`src/hw/rtl/mtf_pkg.sv`:
```
// Shared constants and the token type handed along the move-to-front cell row.
package mtf_pkg;

  localparam int unsigned SYM_W = 8;
  localparam int unsigned DEF_ALPHABET_SIZE = 256;

  typedef struct packed {
    logic             active;
    logic             found;
    logic [SYM_W-1:0] val;
    logic [SYM_W-1:0] pos;
  } mtf_tok_t;

endpackage

```
`src/hw/rtl/mtf_cell.sv`:
```
// One cell of the recency list: holds one entry and passes the search token on.
module mtf_cell import mtf_pkg::*; #(
  parameter int unsigned ALPHABET_SIZE = DEF_ALPHABET_SIZE,
  parameter int unsigned IDX = 0,
  localparam int unsigned EntryW = $clog2(ALPHABET_SIZE)
) (
  input  logic              clk_i,
  input  logic              rst_ni,
  input  logic              decode_i,
  input  logic [EntryW-1:0] sym_i,
  input  logic              init_i,
  input  logic              front_we_i,
  input  logic [EntryW-1:0] front_val_i,
  input  mtf_tok_t          tok_i,
  input  logic [EntryW-1:0] carry_i,
  output mtf_tok_t          tok_o,
  output logic [EntryW-1:0] carry_o
);

  localparam logic [EntryW-1:0] Ident = EntryW'(IDX);

  logic [EntryW-1:0] entry_q, entry_d;
  logic [EntryW-1:0] carry_q;
  mtf_tok_t          tok_q, tok_d;
  logic              searching;
  logic              hit;
  logic              shift;

  assign searching = tok_i.active & ~tok_i.found;
  assign hit       = searching & (decode_i ? (sym_i == Ident) : (entry_q == sym_i));
  assign shift     = searching;

  always_comb begin
    entry_d = entry_q;
    if (init_i) begin
      entry_d = Ident;
    end else if (front_we_i && (IDX == 0)) begin
      entry_d = front_val_i;
    end else if (shift) begin
      entry_d = carry_i;
    end
  end

  always_comb begin
    tok_d = tok_i;
    if (hit) begin
      tok_d.found = 1'b1;
      tok_d.val   = SYM_W'(entry_q);
      tok_d.pos   = SYM_W'(IDX);
    end
  end

  always_ff @(posedge clk_i or negedge rst_ni) begin
    if (!rst_ni) begin
      entry_q <= Ident;
      tok_q   <= '0;
    end else begin
      entry_q <= entry_d;
      tok_q   <= tok_d;
    end
  end

  always_ff @(posedge clk_i) begin
    if (tok_i.active) begin
      carry_q <= entry_q;
    end
  end

  assign tok_o   = tok_q;
  assign carry_o = carry_q;

endmodule

```
`config.mk`:
```
export PLATFORM = sky130hd
export DESIGN_NAME = mtf_cell
export DESIGN_NICKNAME = d
export VERILOG_FILES = /design/src/hw/rtl/mtf_pkg.sv /design/src/hw/rtl/mtf_cell.sv
export SDC_FILE = /design/constraint.sdc
export NUM_CORES = 1
export LEC_CHECK = 0
export ABC_AREA = 1
export ABC_CLOCK_PERIOD_IN_PS = 1200
export BUFFER_PORTS_ARGS = -buffer_cell sky130_fd_sc_hd__clkbuf_2
export CAP_MARGIN = 20
export CORE_ASPECT_RATIO = 1.1
export CORE_MARGIN = 1
export CORE_UTILIZATION = 40
export DETAILED_ROUTE_END_ITERATION = 10
export HOLD_SLACK_MARGIN = 0.12
export PLACE_DENSITY = 0.78
export RECOVER_POWER = 50
export SETUP_SLACK_MARGIN = 0.05
export SKIP_LAST_GASP = 1
export SYNTH_ARGS = -nofsm -noshare
export SYNTH_HDL_FRONTEND = slang
export SYNTH_SLANG_ARGS = --single-unit
```
`constraint.sdc`:
```
create_clock -name clk_i -period 1.2 [get_ports clk_i]
set_input_delay 0.18 -clock clk_i [delete_from_list [all_inputs] [get_ports clk_i]]
set_output_delay 0.18 -clock clk_i [all_outputs]
set_load 0.03 [all_outputs]
```
==> qor.csv <==
metric,value,unit
half-perimeter wire length after placement,2760,um
layout cell share with drive strength beyond 1,0.489,
setup-violating endpoint count in the final report,16,
fin. max-slew vios,0,
average detailed-routed wire length per instance,12.8,um
peak supply drop,0.000463,V
worst-path maximum fanout,6,
worst relative slew slack,0.575,
clock insertion delay at the later pin of the skew report,0.34,ns
minimum clock period,1.34,ns
count of fill cells added during filler insertion,283,
global routing usage on met2,0.442,
maximum number of pins on one net before global-route repair,27,
post-route clock period utilization,1.12,
Yosys top cell area share,0.443,
height of the die,65.6,um
first-iteration detailed-routing DRC count,50,
worst-margin pin slew,0.638,ns
RSZ-0062 raised after global routing,true,
Vias,1432,
Fin Clk Skew,0.00633,ns
Crit. End Element,flop,
Flop pwr share,0.514,
Post-Layout Inst Area,2410,sq um
most frequent cells after synthesis,"34 x sky130_fd_sc_hd__nand2_1, 26 x sky130_fd_sc_hd__dfrtp_1, 19 x sky130_fd_sc_hd__nor2_1",
net count after synthesis,191,
worst hold-check slack,0.134,ns
total number of H-tree levels,2,
Setup Crit Path Kind,reg -> reg,
internal power,1.76,mW
total routed wirelength,4020,um
main combinational cell family by area after synthesis,simple AND/OR/NAND/NOR gates,
fraction of registers with async set or reset after synthesis,0.765,
DRT antenna net count,0,
count of input and output buffers,72,
area of placed instances,2040,sq um
initial antenna violation count,0,
Syn. warnings,0,
critical path data required time,1.43,ns
footprint of the multi-input gates,589,sq um
number of primary I/O pins,73,
gp weighted congestion,0.833,
Clock Pin Slew Worst Setup and Hold Paths,0.10,ns
setup slack of the critical path after layout,-0.140,ns
status,"complete, but fails checks",
pre-CTS setup slack,-0.0797,ns
flop and latch count out of synthesis,34,
register area,891,sq um
GRT overflow,0,
number of instances in the synthesized netlist,144,
overall power consumption,2.52,mW
GRT met3 Usage,0.0413,
static leakage power,1.23,nW
number of global-route vias before repair,1487,
cell type contributing the most total cell area after synthesis,sky130_fd_sc_hd__dfrtp_1,
fraction of the mapped netlist area in adder cells,0,
combinational share of power,0.254,
GRT Overall Usage,0.231,
ys flop type,sky130_fd_sc_hd__dfrtp_1,
violated checks,setup timing,
share of cell area taken by muxes after synthesis,0,
number of remaining DRC errors,0,
global-route wire length before repair,6560,um
number of hold violations in the final report,0,
DR pass1 iterations,4,
ant diodes,0,
final setup TNS,-1.59,ns
Syn Std Cell Area,1470,sq um
library cells used by synthesis,17,
buffer type at the clock tree root,sky130_fd_sc_hd__clkbuf_4,
row cnt,22,
Switching Fraction,0.302,
most repeated cell in the gate-level netlist after synthesis,sky130_fd_sc_hd__nand2_1,
die footprint,3920,sq um
starting density of the core,0.430,
xor/xnor cell area share of the yosys netlist,0.0298,
chip width,59.8,um
fin cells,314,
"synthesized-area fraction occupied by ao, oa, aoi and oai cells",0.0886,
Global Route met1 Usage,0.241,
number of clock buffers inserted by TritonCTS,5,
number of nets at the end of the flow,313,
placed cell count,281,
Finished Core Util,0.706,
Max Fclk,0.746,GHz
fraction of the yosys area taken by sequential cells,0.606,
placeable core region,3410,sq um
routing layer with the top usage in global route,met2,
average size of a mapped cell,10.2,sq um
maximum root-to-sink buffer count,2,
Num Clock Sinks,34,
Syn-to-layout area delta,64.1,%
class of the worst hold path,in -> reg,
Synth area leaders,"sky130_fd_sc_hd__dfrtp_1 44%, sky130_fd_sc_hd__edfxtp_1 16%, sky130_fd_sc_hd__nand2_1 8.7%, sky130_fd_sc_hd__nor2_1 4.9%, sky130_fd_sc_hd__o32ai_1 4.8%",
"area fraction in and, or, nand and nor cells after synthesis",0.216,
count of max-cap constraint violations,0,
"Arr. time, crit path",1.57,ns
relative contribution of the clock network to total power,0.232,
detailed-route vias per instance,4.56,
NetSw,0.762,mW
"EDFF count, synth",8,
startpoint class of the critical path,flop,
pwr dens,1050,nW/um^2
clock tree from TritonCTS,done,
[path summary, 6_finish.rpt]
kind	startpoint	endpoint	slack, ns	cells after the start
max	entry_q[6]$_DFFE_PN0P_	tok_o[12]$_DFF_PN0_	-0.14	8
min	front_val_i[1]	entry_q[1]$_DFFE_PN0P_	0.13	3
max reg2reg	entry_q[6]$_DFFE_PN0P_	tok_o[12]$_DFF_PN0_	-0.14	8
min reg2reg	entry_q[7]$_DFFE_PN0P_	carry_o[7]$_DFFE_PP_	0.61	1
max in group asynchronous	rst_ni	tok_o[4]$_DFF_PN0_	0.32	3
min in group asynchronous	rst_ni	entry_q[6]$_DFFE_PN0P_	0.47	3
[area by class of cell]
type,count,area share
clock inverter,2,0.00415
clock buffer,5,0.0156
inverter,15,0.0234
tap,48,0.0249
timing repair buffer,117,0.318
sequential,34,0.369
multi-input combinational,93,0.244
[layer usage]
layer / up-vias / share of wire
met3: 6 / 0.044
met2: 47 / 0.54
li1: 720 / -
met1: 659 / 0.40
met4: 0 / 0.016
met5: - / 0
[cells in the final DEF, fill, tap and decap left out]
cell type,synthesis,layout
sky130_fd_sc_hd__nand3_2,0,7
sky130_fd_sc_hd__edfxtp_1,8,8
sky130_fd_sc_hd__dlygate4sd3_1,0,20
sky130_fd_sc_hd__nor2_1,19,19
sky130_fd_sc_hd__a21boi_2,0,8
sky130_fd_sc_hd__nand3_1,10,3
sky130_fd_sc_hd__buf_6,2,2
sky130_fd_sc_hd__xnor2_1,5,5
sky130_fd_sc_hd__clkbuf_4,0,5
sky130_fd_sc_hd__nand2_8,0,1
sky130_fd_sc_hd__nand2_4,1,2
sky130_fd_sc_hd__nor2_8,1,1
sky130_fd_sc_hd__nor2_2,4,4
sky130_fd_sc_hd__buf_4,1,17
sky130_fd_sc_hd__o32ai_1,8,8
sky130_fd_sc_hd__dfrtp_1,26,26
sky130_fd_sc_hd__inv_2,1,2
sky130_fd_sc_hd__buf_12,0,2
sky130_fd_sc_hd__clkbuf_2,0,73
sky130_fd_sc_hd__clkinv_2,0,2
sky130_fd_sc_hd__nand2_2,2,4
sky130_fd_sc_hd__inv_1,14,13
sky130_fd_sc_hd__nand2_1,34,31
sky130_fd_sc_hd__clkbuf_1,0,3
[power by group through the flow]
stage,clock [mW],sequential (mW),combinational (mW)
5_1_grt,0.645,1.31,0.695
2_1_floorplan,0,1.45,0.157
3_5_place_dp,0,1.32,0.540
3_3_place_gp,0,1.32,0.533
6_report,0.585,1.30,0.641
4_1_cts,0.597,1.30,0.631
[critical path: stages, from the launching register on]
cell	delay [ns]
sky130_fd_sc_hd__dfrtp_1	0.41
sky130_fd_sc_hd__xnor2_1	0.16
sky130_fd_sc_hd__nand2_1	0.09
sky130_fd_sc_hd__nor2_2	0.12
sky130_fd_sc_hd__nand2_2	0.10
sky130_fd_sc_hd__nand2_8	0.12
sky130_fd_sc_hd__nand2_4	0.08
sky130_fd_sc_hd__nand2_1	0.08
sky130_fd_sc_hd__nand2_1	0.07
[registers in the layout, summed over array words and instances (netlist names)]
register / flops
carry_o: 8
entry_q: 8
tok_o: 18
[kinds of logic (layout without fill, tap and decap cells)]
kind of cell              after synthesis  after routing
buffers and inverters                  18            139
AOI/OAI and AO/OA                      16             16
and+or+nand+nor                        71             72
DFF                                    34             34
xor gates and xnor gates                5              5
[what timing repair did]
item / CTS / global route
gates resized for setup: 19 / 10
pin swaps: 9 / 7
hold buffers: 20 / 0
gates cloned: 1 / 0
buffers inserted: 5 / 0
setup endpoints to repair: 17 / 17
hold endpoints to repair: 45 / 0
Power figures use the tool's default switching activity.
